### config.mk
export PLATFORM = sky130hd
export DESIGN_NAME = i2c_fram_random_access_master_flat
export DESIGN_NICKNAME = d
export VERILOG_FILES = /design/src/design/i2cfram_pkg.sv /design/src/design/i2cfram_if.sv /design/src/design/i2c_fram_random_access_master.sv /design/src/flat_wrapper.sv
export VERILOG_INCLUDE_DIRS = /design/src /design/src/design
export SDC_FILE = /design/constraint.sdc
export NUM_CORES = 1
export LEC_CHECK = 0
export ABC_AREA = 1
export BUFFER_PORTS_ARGS = -buffer_cell sky130_fd_sc_hd__buf_2
export CORE_MARGIN = 1.5
export CORE_UTILIZATION = 40
export CTS_BUF_LIST = sky130_fd_sc_hd__clkbuf_2
export CTS_CLUSTER_DIAMETER = 120
export CTS_CLUSTER_SIZE = 16
export DETAILED_ROUTE_END_ITERATION = 8
export SETUP_SLACK_MARGIN = 0.15
export SLEW_MARGIN = 30
export SYNTH_ARGS = -nofsm -noshare
export SYNTH_HDL_FRONTEND = slang
export SYNTH_SLANG_ARGS = --single-unit
### constraint.sdc
create_clock -name clk -period 4.6 [get_ports clk]
set_input_delay 0.92 -clock clk [delete_from_list [all_inputs] [get_ports clk]]
set_output_delay 0.92 -clock clk [all_outputs]
set_load 0.02 [all_outputs]
### src/design/i2c_fram_random_access_master_defines.svh
// ----------------------------------------------------------------------------
// I2C FRAM master - assertion macros
// Shared concurrent assertion wrappers, compiled out for synthesis.
// ----------------------------------------------------------------------------
`ifndef I2C_FRAM_RANDOM_ACCESS_MASTER_DEFINES_SVH
`define I2C_FRAM_RANDOM_ACCESS_MASTER_DEFINES_SVH

`ifndef SYNTHESIS

// Same-cycle implication, sampled on clk, off while rst_n is low.
`define I2CFRAM_ASSERT(lbl, ante, cons, msg) \
  lbl: assert property (@(posedge clk) disable iff (!rst_n) (ante) |-> (cons)) \
    else $error(msg);

// Next-cycle implication, sampled on clk, off while rst_n is low.
`define I2CFRAM_ASSERT_NEXT(lbl, ante, cons, msg) \
  lbl: assert property (@(posedge clk) disable iff (!rst_n) (ante) |=> (cons)) \
    else $error(msg);

`else

`define I2CFRAM_ASSERT(lbl, ante, cons, msg)
`define I2CFRAM_ASSERT_NEXT(lbl, ante, cons, msg)

`endif

`endif

### src/design/i2cfram_pkg.sv
// ----------------------------------------------------------------------------
// I2C FRAM master - package
// Widths, phase and byte-role codes, register indexes and result type.
// ----------------------------------------------------------------------------
package i2cfram_pkg;

  localparam int DEV_W     = 7;
  localparam int TICK_W    = 10;
  localparam int ADDR_W    = 16;
  localparam int CNT_W     = 14;
  localparam int BYTE_W    = 8;
  localparam int BIT_W     = 4;
  localparam int CFG_IDX_W = 2;
  localparam int CFG_DAT_W = 10;

  localparam logic [CNT_W-1:0] MAX_BYTES = 14'd8192;

  typedef enum logic [3:0] {
    PH_IDLE     = 4'd0,
    PH_START_A  = 4'd1,
    PH_START_B  = 4'd2,
    PH_TX_LOW   = 4'd3,
    PH_TX_SETUP = 4'd4,
    PH_TX_HIGH  = 4'd5,
    PH_ACK_LOW  = 4'd6,
    PH_ACK_HIGH = 4'd7,
    PH_RX_LOW   = 4'd8,
    PH_RX_HIGH  = 4'd9,
    PH_RA_LOW   = 4'd10,
    PH_RA_SETUP = 4'd11,
    PH_RA_HIGH  = 4'd12,
    PH_RS_LOW   = 4'd13,
    PH_STOP_LOW = 4'd14,
    PH_STOP_HIGH = 4'd15
  } phase_t;

  typedef enum logic [2:0] {
    ROLE_DEVW = 3'd0,
    ROLE_AHI  = 3'd1,
    ROLE_ALO  = 3'd2,
    ROLE_DEVR = 3'd3,
    ROLE_DATA = 3'd4
  } role_t;

  typedef enum logic [CFG_IDX_W-1:0] {
    REG_DEV_ADDR = 2'd0,
    REG_HOLD     = 2'd1,
    REG_SETUP    = 2'd2
  } cfg_reg_t;

  typedef struct packed {
    logic              scl_level;
    logic              sda_drive_low;
    logic              wr_byte_taken;
    logic [BYTE_W-1:0] rd_byte;
    logic              rd_valid;
    logic              busy_res;
    logic              done_res;
    logic              status;
  } out_item_t;

endpackage

### src/design/i2cfram_if.sv
// ----------------------------------------------------------------------------
// I2C FRAM master - channel interfaces
// Tick request, result and register write channels, valid/ready handshake.
// ----------------------------------------------------------------------------
interface i2cfram_in_if;
  import i2cfram_pkg::*;

  logic              valid;
  logic              ready;
  logic              start_cmd;
  logic              req_type;
  logic [ADDR_W-1:0] mem_addr;
  logic [CNT_W-1:0]  byte_count;
  logic [BYTE_W-1:0] wr_byte;
  logic              sda_in;

  modport source (output valid, start_cmd, req_type, mem_addr, byte_count, wr_byte,
                  sda_in, input ready);
  modport sink   (input valid, start_cmd, req_type, mem_addr, byte_count, wr_byte,
                  sda_in, output ready);
endinterface

interface i2cfram_out_if;
  import i2cfram_pkg::*;

  logic              valid;
  logic              ready;
  logic              scl_level;
  logic              sda_drive_low;
  logic              wr_byte_taken;
  logic [BYTE_W-1:0] rd_byte;
  logic              rd_valid;
  logic              busy_res;
  logic              done_res;
  logic              status;

  modport source (output valid, scl_level, sda_drive_low, wr_byte_taken, rd_byte,
                  rd_valid, busy_res, done_res, status, input ready);
  modport sink   (input valid, scl_level, sda_drive_low, wr_byte_taken, rd_byte,
                  rd_valid, busy_res, done_res, status, output ready);
endinterface

interface i2cfram_cfg_if;
  import i2cfram_pkg::*;

  logic                 valid;
  logic                 ready;
  logic [CFG_IDX_W-1:0] index;
  logic [CFG_DAT_W-1:0] data;

  modport source (output valid, index, data, input ready);
  modport sink   (input valid, index, data, output ready);
endinterface

### src/design/i2c_fram_random_access_master.sv
// ----------------------------------------------------------------------------
// I2C FRAM random access master
// Tick-stepped I2C bit sequencer for 16-bit-addressed FRAM reads and writes.
// ----------------------------------------------------------------------------
// Each request on in_if is one timing tick of the I2C sequencer and yields
// exactly one result on out_if: the SCL level and SDA pull-down for that
// tick, write-byte handshake, received byte, busy/done and status. The block
// takes one request per clock: the phase logic is a single
// registered step from the state registers to a result register, and
// in_if.ready only drops while a finished result is stalled on out_if. A
// transfer starts on a tick with start_cmd while idle (that tick still shows
// idle). Writes: START, device byte (R/W=0), address high/low, data bytes,
// STOP. Reads: same header, repeated START, device byte (R/W=1), then bytes
// ACKed and the last one NACKed, STOP. A NACK on any sent byte ends with STOP
// and status=1. Phase lengths come from hold_ticks / setup_ticks (0 means 1
// tick); register writes on cfg_if take effect on the next tick.
`include "i2c_fram_random_access_master_defines.svh"

module i2c_fram_random_access_master (
  input  logic             clk,
  input  logic             rst_n,
  i2cfram_in_if.sink       in_if,
  i2cfram_out_if.source    out_if,
  i2cfram_cfg_if.sink      cfg_if
);
  import i2cfram_pkg::*;

  // configuration registers
  logic [DEV_W-1:0]  dev_addr_r;
  logic [TICK_W-1:0] hold_r;
  logic [TICK_W-1:0] setup_r;

  // sequencer state
  phase_t            phase_r, phase_nxt;
  role_t             role_r, role_nxt;
  logic [TICK_W-1:0] tick_r, tick_nxt;
  logic [BIT_W-1:0]  bit_r, bit_nxt;
  logic [BYTE_W-1:0] shift_r, shift_nxt;
  logic [CNT_W-1:0]  left_r, left_nxt;
  logic [ADDR_W-1:0] addr_r, addr_nxt;
  logic              is_read_r, is_read_nxt;
  logic              fail_r, fail_nxt;
  logic              sda_low_r, sda_low_nxt;

  // per-tick events
  logic              taken_c;
  logic              rdv_c;
  logic              done_c;
  logic              enter_c;

  // result register
  logic              out_valid_r;
  out_item_t         out_r;
  out_item_t         item_c;

  logic              in_acc;
  logic [TICK_W-1:0] dur_raw;
  logic [TICK_W-1:0] dur_eff;
  logic              phase_end;
  logic [CNT_W-1:0]  cnt_c;
  logic [CNT_W-1:0]  left_dec;

  // accept a new tick whenever the result slot is free or being drained
  assign in_if.ready = !out_valid_r || out_if.ready;
  assign in_acc      = in_if.valid && in_if.ready;
  assign cfg_if.ready = 1'b1;

  // phase length: setup phases use setup_ticks, all others hold_ticks
  assign dur_raw   = (phase_r == PH_TX_SETUP || phase_r == PH_RA_SETUP) ? setup_r : hold_r;
  assign dur_eff   = (dur_raw == '0) ? TICK_W'(1) : dur_raw;
  assign phase_end = (phase_r != PH_IDLE) &&
                     (({1'b0, tick_r} + 11'd1) >= {1'b0, dur_eff});

  // command byte count: zero becomes one, clamp to MAX_BYTES
  always_comb begin
    cnt_c = in_if.byte_count;
    if (cnt_c == '0) begin
      cnt_c = CNT_W'(1);
    end else if (cnt_c > MAX_BYTES) begin
      cnt_c = MAX_BYTES;
    end
  end

  // data byte ACKed: one fewer byte to go
  assign left_dec = (role_r == ROLE_DATA && left_r != '0) ? (left_r - CNT_W'(1)) : left_r;

  // next state
  always_comb begin
    phase_nxt   = phase_r;
    role_nxt    = role_r;
    tick_nxt    = tick_r;
    bit_nxt     = bit_r;
    shift_nxt   = shift_r;
    left_nxt    = left_r;
    addr_nxt    = addr_r;
    is_read_nxt = is_read_r;
    fail_nxt    = fail_r;
    sda_low_nxt = sda_low_r;
    taken_c     = 1'b0;
    rdv_c       = 1'b0;
    done_c      = 1'b0;
    enter_c     = 1'b0;

    if (phase_r == PH_IDLE) begin
      if (in_if.start_cmd) begin
        is_read_nxt = in_if.req_type;
        addr_nxt    = in_if.mem_addr;
        left_nxt    = cnt_c;
        fail_nxt    = 1'b0;
        role_nxt    = ROLE_DEVW;
        phase_nxt   = PH_START_A;
        enter_c     = 1'b1;
      end
    end else if (!phase_end) begin
      tick_nxt = tick_r + TICK_W'(1);
    end else begin
      enter_c = 1'b1;
      case (phase_r)
        PH_START_A:  phase_nxt = PH_START_B;
        PH_START_B: begin
          shift_nxt = {dev_addr_r, (role_r == ROLE_DEVR)};
          bit_nxt   = '0;
          phase_nxt = PH_TX_LOW;
        end
        PH_TX_LOW:   phase_nxt = PH_TX_SETUP;
        PH_TX_SETUP: phase_nxt = PH_TX_HIGH;
        PH_TX_HIGH: begin
          bit_nxt   = bit_r + BIT_W'(1);
          shift_nxt = {shift_r[BYTE_W-2:0], 1'b0};
          phase_nxt = (bit_r >= BIT_W'(BYTE_W - 1)) ? PH_ACK_LOW : PH_TX_LOW;
        end
        PH_ACK_LOW:  phase_nxt = PH_ACK_HIGH;
        PH_ACK_HIGH: begin
          if (in_if.sda_in) begin
            fail_nxt  = 1'b1;
            phase_nxt = PH_STOP_LOW;
          end else if (role_r == ROLE_DEVW) begin
            role_nxt  = ROLE_AHI;
            shift_nxt = addr_r[ADDR_W-1:BYTE_W];
            bit_nxt   = '0;
            phase_nxt = PH_TX_LOW;
          end else if (role_r == ROLE_AHI) begin
            role_nxt  = ROLE_ALO;
            shift_nxt = addr_r[BYTE_W-1:0];
            bit_nxt   = '0;
            phase_nxt = PH_TX_LOW;
          end else if (role_r == ROLE_ALO && is_read_r) begin
            role_nxt  = ROLE_DEVR;
            phase_nxt = PH_RS_LOW;
          end else if (role_r == ROLE_DEVR) begin
            role_nxt  = ROLE_DATA;
            shift_nxt = '0;
            bit_nxt   = '0;
            phase_nxt = PH_RX_LOW;
          end else begin
            left_nxt = left_dec;
            if (role_r == ROLE_DATA && left_dec == '0) begin
              phase_nxt = PH_STOP_LOW;
            end else begin
              role_nxt  = ROLE_DATA;
              taken_c   = 1'b1;
              shift_nxt = in_if.wr_byte;
              bit_nxt   = '0;
              phase_nxt = PH_TX_LOW;
            end
          end
        end
        PH_RS_LOW:   phase_nxt = PH_START_A;
        PH_RX_LOW:   phase_nxt = PH_RX_HIGH;
        PH_RX_HIGH: begin
          shift_nxt = {shift_r[BYTE_W-2:0], in_if.sda_in};
          bit_nxt   = bit_r + BIT_W'(1);
          if (bit_r >= BIT_W'(BYTE_W - 1)) begin
            rdv_c     = 1'b1;
            phase_nxt = PH_RA_LOW;
          end else begin
            phase_nxt = PH_RX_LOW;
          end
        end
        PH_RA_LOW:   phase_nxt = PH_RA_SETUP;
        PH_RA_SETUP: phase_nxt = PH_RA_HIGH;
        PH_RA_HIGH: begin
          left_nxt = (left_r != '0) ? (left_r - CNT_W'(1)) : left_r;
          if (left_nxt == '0) begin
            phase_nxt = PH_STOP_LOW;
          end else begin
            shift_nxt = '0;
            bit_nxt   = '0;
            phase_nxt = PH_RX_LOW;
          end
        end
        PH_STOP_LOW: phase_nxt = PH_STOP_HIGH;
        default: begin
          done_c    = 1'b1;
          phase_nxt = PH_IDLE;
        end
      endcase
    end

    // entering a phase restarts its timer and sets the SDA drive level
    if (enter_c) begin
      tick_nxt = '0;
      case (phase_nxt)
        PH_START_A, PH_ACK_HIGH, PH_RX_LOW, PH_RX_HIGH,
        PH_RA_LOW, PH_RS_LOW, PH_IDLE:          sda_low_nxt = 1'b0;
        PH_START_B, PH_STOP_LOW, PH_STOP_HIGH:  sda_low_nxt = 1'b1;
        PH_TX_SETUP: sda_low_nxt = !shift_nxt[BYTE_W-1];
        PH_RA_SETUP: sda_low_nxt = (left_nxt > CNT_W'(1));  // ACK unless last byte
        default:     sda_low_nxt = sda_low_r;
      endcase
    end
  end

  // result of this tick; line levels follow the phase the tick belongs to
  always_comb begin
    item_c = '0;
    case (phase_r)
      PH_IDLE, PH_START_A, PH_START_B, PH_TX_HIGH,
      PH_ACK_HIGH, PH_RX_HIGH, PH_RA_HIGH, PH_STOP_HIGH: item_c.scl_level = 1'b1;
      default: item_c.scl_level = 1'b0;
    endcase
    item_c.sda_drive_low = sda_low_r;
    item_c.wr_byte_taken = taken_c;
    item_c.rd_byte       = rdv_c ? shift_nxt : '0;
    item_c.rd_valid      = rdv_c;
    item_c.busy_res      = (phase_r != PH_IDLE);
    item_c.done_res      = done_c;
    item_c.status        = fail_nxt;
  end

  // configuration writes
  always_ff @(posedge clk) begin
    if (!rst_n) begin
      dev_addr_r <= DEV_W'(80);
      hold_r     <= TICK_W'(50);
      setup_r    <= TICK_W'(30);
    end else if (cfg_if.valid && cfg_if.ready) begin
      case (cfg_reg_t'(cfg_if.index))
        REG_DEV_ADDR: dev_addr_r <= cfg_if.data[DEV_W-1:0];
        REG_HOLD:     hold_r     <= cfg_if.data[TICK_W-1:0];
        REG_SETUP:    setup_r    <= cfg_if.data[TICK_W-1:0];
        default: ;
      endcase
    end
  end

  // sequencer state advances once per accepted tick
  always_ff @(posedge clk) begin
    if (!rst_n) begin
      phase_r   <= PH_IDLE;
      role_r    <= ROLE_DEVW;
      tick_r    <= '0;
      bit_r     <= '0;
      shift_r   <= '0;
      left_r    <= '0;
      addr_r    <= '0;
      is_read_r <= 1'b0;
      fail_r    <= 1'b0;
      sda_low_r <= 1'b0;
    end else if (in_acc) begin
      phase_r   <= phase_nxt;
      role_r    <= role_nxt;
      tick_r    <= tick_nxt;
      bit_r     <= bit_nxt;
      shift_r   <= shift_nxt;
      left_r    <= left_nxt;
      addr_r    <= addr_nxt;
      is_read_r <= is_read_nxt;
      fail_r    <= fail_nxt;
      sda_low_r <= sda_low_nxt;
    end
  end

  // result register
  always_ff @(posedge clk) begin
    if (!rst_n) begin
      out_valid_r <= 1'b0;
    end else if (in_acc) begin
      out_valid_r <= 1'b1;
    end else if (out_if.ready) begin
      out_valid_r <= 1'b0;
    end
  end

  always_ff @(posedge clk) begin
    if (in_acc) begin
      out_r <= item_c;
    end
  end

  assign out_if.valid         = out_valid_r;
  assign out_if.scl_level     = out_r.scl_level;
  assign out_if.sda_drive_low = out_r.sda_drive_low;
  assign out_if.wr_byte_taken = out_r.wr_byte_taken;
  assign out_if.rd_byte       = out_r.rd_byte;
  assign out_if.rd_valid      = out_r.rd_valid;
  assign out_if.busy_res      = out_r.busy_res;
  assign out_if.done_res      = out_r.done_res;
  assign out_if.status        = out_r.status;

  `I2CFRAM_ASSERT(a_bit_range, 1'b1, bit_r <= BIT_W'(BYTE_W), "bit index past a byte")
  `I2CFRAM_ASSERT(a_left_range, 1'b1, left_r <= MAX_BYTES, "byte count above limit")
  `I2CFRAM_ASSERT(a_idle_release, phase_r == PH_IDLE, !sda_low_r, "SDA held low while idle")
  `I2CFRAM_ASSERT_NEXT(a_done_idle, in_acc && done_c, phase_r == PH_IDLE,
    "transfer done but sequencer not idle")

endmodule
### src/flat_wrapper.sv
// flat-port wrapper written by rule: the top's interface ports become plain ports
module i2c_fram_random_access_master_flat import i2cfram_pkg::*;
  (clk, rst_n, in_if_valid, in_if_start_cmd, in_if_req_type, in_if_mem_addr, in_if_byte_count, in_if_wr_byte, in_if_sda_in, in_if_ready, out_if_valid, out_if_scl_level, out_if_sda_drive_low, out_if_wr_byte_taken, out_if_rd_byte, out_if_rd_valid, out_if_busy_res, out_if_done_res, out_if_status, out_if_ready, cfg_if_valid, cfg_if_index, cfg_if_data, cfg_if_ready);
  i2cfram_in_if in_if_i ();
  i2cfram_out_if out_if_i ();
  i2cfram_cfg_if cfg_if_i ();
  input  logic clk;
  input  logic rst_n;
  input wire logic [$bits(in_if_i.valid)-1:0] in_if_valid;
  input wire logic [$bits(in_if_i.start_cmd)-1:0] in_if_start_cmd;
  input wire logic [$bits(in_if_i.req_type)-1:0] in_if_req_type;
  input wire logic [$bits(in_if_i.mem_addr)-1:0] in_if_mem_addr;
  input wire logic [$bits(in_if_i.byte_count)-1:0] in_if_byte_count;
  input wire logic [$bits(in_if_i.wr_byte)-1:0] in_if_wr_byte;
  input wire logic [$bits(in_if_i.sda_in)-1:0] in_if_sda_in;
  output wire logic [$bits(in_if_i.ready)-1:0] in_if_ready;
  output wire logic [$bits(out_if_i.valid)-1:0] out_if_valid;
  output wire logic [$bits(out_if_i.scl_level)-1:0] out_if_scl_level;
  output wire logic [$bits(out_if_i.sda_drive_low)-1:0] out_if_sda_drive_low;
  output wire logic [$bits(out_if_i.wr_byte_taken)-1:0] out_if_wr_byte_taken;
  output wire logic [$bits(out_if_i.rd_byte)-1:0] out_if_rd_byte;
  output wire logic [$bits(out_if_i.rd_valid)-1:0] out_if_rd_valid;
  output wire logic [$bits(out_if_i.busy_res)-1:0] out_if_busy_res;
  output wire logic [$bits(out_if_i.done_res)-1:0] out_if_done_res;
  output wire logic [$bits(out_if_i.status)-1:0] out_if_status;
  input wire logic [$bits(out_if_i.ready)-1:0] out_if_ready;
  input wire logic [$bits(cfg_if_i.valid)-1:0] cfg_if_valid;
  input wire logic [$bits(cfg_if_i.index)-1:0] cfg_if_index;
  input wire logic [$bits(cfg_if_i.data)-1:0] cfg_if_data;
  output wire logic [$bits(cfg_if_i.ready)-1:0] cfg_if_ready;
  assign in_if_i.valid = in_if_valid;
  assign in_if_i.start_cmd = in_if_start_cmd;
  assign in_if_i.req_type = in_if_req_type;
  assign in_if_i.mem_addr = in_if_mem_addr;
  assign in_if_i.byte_count = in_if_byte_count;
  assign in_if_i.wr_byte = in_if_wr_byte;
  assign in_if_i.sda_in = in_if_sda_in;
  assign in_if_ready = in_if_i.ready;
  assign out_if_valid = out_if_i.valid;
  assign out_if_scl_level = out_if_i.scl_level;
  assign out_if_sda_drive_low = out_if_i.sda_drive_low;
  assign out_if_wr_byte_taken = out_if_i.wr_byte_taken;
  assign out_if_rd_byte = out_if_i.rd_byte;
  assign out_if_rd_valid = out_if_i.rd_valid;
  assign out_if_busy_res = out_if_i.busy_res;
  assign out_if_done_res = out_if_i.done_res;
  assign out_if_status = out_if_i.status;
  assign out_if_i.ready = out_if_ready;
  assign cfg_if_i.valid = cfg_if_valid;
  assign cfg_if_i.index = cfg_if_index;
  assign cfg_if_i.data = cfg_if_data;
  assign cfg_if_ready = cfg_if_i.ready;
  i2c_fram_random_access_master u_core (.clk(clk), .rst_n(rst_n), .in_if(in_if_i), .out_if(out_if_i), .cfg_if(cfg_if_i));
endmodule
Word level (Yosys, flattened, before mapping)
Memories as Yosys holds them, arrays and structs flattened. A register that Yosys moved wholly into a read port is not among the register bits.
Cells that the tools add are included.
{ "classes": {"n_addsub": 4, "n_mul": 0, "div_mod_pow": 0, "n_lt_le_gt_ge": 4, "n_eq_ne": 40, "shifts": 0, "muxes": 76, "bitwise_logic": 3, "n_reduce_logical": 38} }
{ "ops": {"columns": ["op", "n"], "rows": [
  ["two-way mux 14 bit", 12],
  ["two-way mux 8 bit", 9],
  ["two-way mux 4 bit", 16],
  ["== test 4 bit (second input constant)", 14],
  ["case mux 4 bit (14 select lines)", 1],
  ["two-way mux 10 bit", 5],
  ["zero test 14 bit", 3],
  ["case mux 8 bit (5 select lines)", 1],
  ["two-way mux 3 bit", 12],
  ["case mux 14 bit (2 select lines)", 1],
  ["== test 4 x 3 -> 1 bit (second input constant)", 6],
  ["two-way mux 1 bit", 16],
  ["case mux 4 bit (4 select lines)", 1],
  ["> comparator 14 x 1 -> 1 bit (second input constant)", 1],
  ["> comparator 14 bit (second input constant)", 1],
  ["nonzero test 14 bit", 1],
  ["OR reduction 14 bit", 1],
  ["subtractor 14 x 1 -> 14 bit (second input constant)", 1],
  ["== test 4 x 2 -> 1 bit (second input constant)", 3],
  ["nonzero test 4 bit", 3],
  ["adder 10 x 1 -> 11 bit (second input constant)", 1],
  ["greater-or-equal comparator 11 x 10 -> 1 bit", 1],
  ["adder 10 x 1 -> 10 bit (second input constant)", 1],
  ["zero test 10 bit", 1],
  ["31 further kinds", 53]
]} }
{ "totals": {"ff_bits": 104, "latchBits": 0, "ram_bits": 0, "rom_bits": 16, "input_bits": 58, "output_inout_bits": 18, "memories": 1} }
{ "mem_list": {"columns": ["name", "depth", "word_bits", "rd", "rd_clocked_by_memory_dff", "write_ports", "line", "rtl"], "rows": [
  ["(no name shown)", 16, 1, 1, 1, 0, "i2c_fram_random_access_master.sv:217", "case (phase_r)"]
]} }

Depth between registers and ports, before layout
{ "depth": {"word_depth": 18, "ltp_mapped": 29} }

Least setup slack after synthesis
OpenSTA, ideal clock, no wires.
{ "synth_timing": {"kind": "reg-to-reg", "startpoint": "reg u_core.phase_r[2]", "endpoint": "reg u_core.bit_r[2]", "setup_ns": 0.121, "arrival_ns": 3.575, "slack_ns": 0.905, "stages_incl_launch_ff": 23, "n_path_buf": 2, "path_cell_list": "dfxtp_1 -> inv_1 -> nor2_2 -> nand2_1 -> nand2_1 -> clkbuf_1 -> mux2i_1 -> nand4_1 -> o41ai_1 -> ha_1 -> nand2_1 -> nor3_1 -> nand4_1 -> nand3_2 -> nand2_1 -> or2_0 -> buf_2 -> nor4_1 -> nand2_1 -> inv_1 -> nand2_1 -> xor2_1 -> nor2_1"} }
{ "synth_via": {"elab_chain_cells": 8, "elab_cells_between_ends": 24} }
{ "synth_rtl": {"columns": ["item", "line", "rtl"], "rows": [
  ["from (decl)", "i2c_fram_random_access_master.sv:34", "phase_t phase_r, phase_nxt;"],
  ["from (signal assigned)", "i2c_fram_random_access_master.sv:261", "phase_r <= phase_nxt;"],
  ["== test 4 x 3 -> 1 bit / == test 4 bit (equally long branches)", "i2c_fram_random_access_master.sv:69", "assign dur_raw = (phase_r == PH_TX_SETUP || phase_r == PH_RA_SETUP) ? setup_r : hold_r;"],
  ["logical OR 1 bit", "i2c_fram_random_access_master.sv:69", null],
  ["two-way mux 10 bit", "i2c_fram_random_access_master.sv:69", null],
  ["zero test 10 bit", "i2c_fram_random_access_master.sv:70", "assign dur_eff = (dur_raw == '0) ? TICK_W'(1) : dur_raw;"],
  ["two-way mux 10 bit", "i2c_fram_random_access_master.sv:70", null],
  ["greater-or-equal comparator 11 x 10 -> 1 bit", "i2c_fram_random_access_master.sv:72", "(({1'b0, tick_r} + 11'd1) >= {1'b0, dur_eff});"],
  ["logical AND 1 bit", "i2c_fram_random_access_master.sv:71", "assign phase_end = (phase_r != PH_IDLE) &&"],
  ["AND reduction 8 bit (no source line)", null, null],
  ["to (signal assigned)", "i2c_fram_random_access_master.sv:264", "bit_r <= bit_nxt;"],
  ["to (decl)", "i2c_fram_random_access_master.sv:37", "logic [BIT_W-1:0] bit_r, bit_nxt;"]
]} }
Several ways; a longest one is shown, not always the timed one.
A chain may end at the register's enable or synchronous reset.

Worst setup path in the final report
{ "layout_timing": {"startpoint": "reg u_core.phase_r[3]", "endpoint": "reg u_core.sda_low_r"} }
{ "layout_via": {"elab_chain_cells": 13, "elab_cells_between_ends": 53} }
{ "layout_rtl": {"columns": ["item", "line", "rtl"], "rows": [
  ["parallel branches: the longest is 13 deep, another holds > comparator 14 x 1 -> 1 bit", null, null],
  ["to (signal assigned)", "i2c_fram_random_access_master.sv:270", "sda_low_r <= sda_low_nxt;"],
  ["to (decl)", "i2c_fram_random_access_master.sv:43", "logic sda_low_r, sda_low_nxt;"]
]} }
Several ways; the timed one is not identified.

==> summary.md <==
| Metric | Value |
|---|---|
| Crit Path Category | register to register |
| Net count after synthesis | 1168 |
| Startpoint Class | register |
| Post-route setup slack | 0.6268 ns |
| Vias/cell | 5.335 |
| Area leader, netlist | dfxtp_1 |
| Critical Path AT | 4.55 ns |
| XOR/XNOR share of the synthesized area | 1.621% |
| Final ANT Viol Nets | 0 |
| Relative slew margins | 56.04% |
| Max cap viols | 0 |
| Final Hold Viols | 0 |
| YS warnings | 0 |
| H-tree depth | 3 |
| Crit end category | register |
| Min Hold Slack | 0.4756 ns |
| Number of global-route vias before repair | 6680 |
| Largest family of logic cells by synthesized area | simple AND/OR/NAND/NOR gates |
| TritonCTS clock tree | built |
| Synth Register Bits | 105 |
| Post-synthesis average cell area | 6.432 um^2 |
| Routability cong. | 0.9218 |
| Pwr/cell area | 272.0 nW/um^2 |
| Slew @ Worst Pin | 0.6585 ns |
| Crit-path slowest cell | dfxtp_1 |
| Initial DRT Pass Iterations | 6 |
| Fin Clk Skew | 0.02836 ns |
| Initial cell density of the core | 40.75% |
| Layout cell share with drive strength beyond 1 | 12.87% |
| Tot GR Track Use | 23.78% |
| Largest net degree at the start of global routing | 60 |
| Outcome | finished clean |
| Quantity of I/O buffers inserted on ports | 74 |
| Placed inst area | 7602 um^2 |
| Sequential fraction of the synthesis area | 32.06% |
| Num Clock Sinks | 105 |
| Maximum clock frequency | 251.7 MHz |
| Post-synthesis simple-gate area fraction | 33.47% |
| Leakage power | 3.665 nW |
| Row cnt | 48 |
| Iteration-0 DRC Markers | 750 |
| Area of the multi-input gates | 4174 um^2 |
| Die X | 135.5 um |
| Endpoint required time on the critical path | 5.18 ns |
| Remaining routing DRC violations | 0 |
| Ports | 76 |
| Final setup viols | 0 |
| Clk slew on worst S/H paths | 0.28 ns |
| Final Max Tran Viols | 0 |
| HP Class | register to register |
| First-pass GRT wire length | 34440 um |
| Setup Total Neg Slack | 0 ns |
| Drt total wl | 21560 um |
| Crit-path max FO | 14 |
| Commonest non-fill, non-tap cell in the layout | nand2_1 |
| Mapped Cells | 1092 |
| Max IR drop VDD | 0.0001488 V |
| Design Area, Final | 7759 um^2 |
| Most used cell, CP | nand2_1 |
| Fill count | 1810 |
| Total area of sequential cells | 2253 um^2 |
| Syn Std Cell Area | 7024 um^2 |
| Adder-cell area share of the yosys netlist | 3.206% |
| Slowest stage delay, CP | 0.52 ns |
| Synth area leaders | dfxtp_1 (26%), nand2_1 (14%), o21ai_0 (7.8%), nor2_1 (7.5%), a21oi_1 (6.9%) |
| Initial antenna violation count | 1 |
| RSZ-0062 raised after global routing | no |
| Final period util | 86.37% |
| Vias after detailed routing | 7384 |
| Unique cell type count in the Yosys netlist | 54 |
| Die Area | 18360 um^2 |
| Async SR Flop Fraction | 0% |
| Crit path time final | 3.973 ns |
| Die H | 135.5 um |
| Post-synth EDFFs | 15 |
| Most frequent cells in the layout | nand2_1 (251), nor2_1 (141), inv_1 (110), o21ai_0 (109), a21oi_1 (97) |
| Total grt overflow | 0 |
| Core Box Area | 17240 um^2 |
| Avg WL per Cell | 15.58 um |
| Clock root cell | clkbuf_2 |
| CTS Hold Bufs | 0 |
| Longest Clk Path Bufs | 2 |
| Dpl ws | 0.2557 ns |
| Worst skew pair latency | 0.63 ns |
| Share of the synthesized area in the top cell type | 25.65% |
| Nets | 1229 |
| TritonCTS Buffers | 9 |
| Synthesis-to-layout area growth | 10.46% |
| HPWL Detailed | 16290 um |
| Post-synthesis compound-gate area fraction | 20.07% |
| Multiplexer area fraction after synthesis | 0.7125% |
| Most used DFF post-synth | dfxtp_1 |
-- through the flow --
stage	utilization (%)	total power, mW	instances
6_report	45.01	2.111	1384
3_3_place_gp	44.11	1.619	1367
5_1_grt	45.01	2.237	1384
4_1_cts	44.88	2.118	1383
3_5_place_dp	44.11	1.618	1367
2_1_floorplan	-	1.445	1092
-- cell type report --
| class | instances | share of cell area, % |
|---|---|---|
| multi-input cells | 828 | 53.80 |
| flip-flops and latches | 105 | 29.04 |
| inverters | 125 | 6.047 |
| repair buffers | 84 | 5.741 |
| well taps | 225 | 3.628 |
| clock inverters | 6 | 1.064 |
| clock buffers | 10 | 0.6451 |
| diodes | 1 | 0.03225 |
-- power breakdown --
group / leakage [nW] / total, mW / switching, mW / internal (mW)
Sequential: 0.888 / 1.03 / 0.0457 / 0.986
Clock: 0.0833 / 0.498 / 0.318 / 0.180
Combinational: 2.69 / 0.581 / 0.404 / 0.177
Total: 3.66 / 2.11 / 0.768 / 1.34
-- cell families after synthesis --
family / after synthesis
and+or+nand+nor: 534
AOI/OAI and AO/OA: 257
buffers and inverters: 159
DFF: 105
adders and majority gates: 18
xor gates and xnor gates: 13
muxes: 5
other: 1
-- repair_timing --
action | CTS | global route
setup endpoints to repair | 0 | 38
resized for setup | 0 | 7
setup buffers | 0 | 0
-- worst paths after layout --
check               startpoint           endpoint  slack, ns  cells past startpoint
max reg2reg  u_core.phase_r[3]   u_core.sda_low_r       0.63                     28
max          u_core.phase_r[3]   u_core.sda_low_r       0.63                     28
min reg2reg  u_core.setup_r[9]  u_core.setup_r[9]       0.48                      2
min          u_core.setup_r[9]  u_core.setup_r[9]       0.48                      2
-- metal layers --
metal | track usage (%) | share of wire [%]
met5 | 0 | 0
met4 | 8.363 | 2.3
met3 | 3.442 | 5.1
met2 | 37.87 | 46
met1 | 32.81 | 47
-- cells in the mapped netlist (2+ instances only) --
cell         n
a21oi_1     97
xnor2_1      3
nor2_2       6
clkinv_1     5
o22ai_1     17
buf_2        4
o221a_2      4
inv_2        9
nand3_2      2
nor3_1      12
a221oi_1     2
dfxtp_1     90
nor2_1     141
o211ai_1     8
edfxtp_1    15
o221ai_1     2
inv_1      111
nand2_8      2
nor2_4       4
a21oi_2      2
nand3b_1     4
xor2_1      10
nand2_2      7
nor4_1       3
nand4_1     11
a22oi_1      3
clkbuf_1    27
o2111ai_1    2
nand2_4      2
ha_1        18
a31oi_1      2
o21ai_1      4
mux2i_1      5
o21ai_0    109
nand3_1     78
nand2_1    253
-- critical path: cells and delay by family, from the launching register on --
kind / cells / cell delay [ns]
buffers and inverters: 4 / 0.43
flip-flops: 1 / 0.52
AND/OR/NAND/NOR: 21 / 2.37
adder cells (fa/ha/maj): 1 / 0.19
AO/OA/AOI/OAI: 2 / 0.41
-- sequential cells by signal, indices dropped and copies added (netlist names), 3 cells and up --
signal and count:
u_core.bit_r 4, u_core.hold_r 10, u_core.role_r 3, u_core.dev_addr_r 7
u_core.left_r 14, u_core.out_if.rd_byte 8, u_core.shift_r 8, u_core.addr_r 16
u_core.tick_r 10, u_core.setup_r 10, u_core.phase_r 4
No activity file was read; power rests on OpenSTA's default activity.
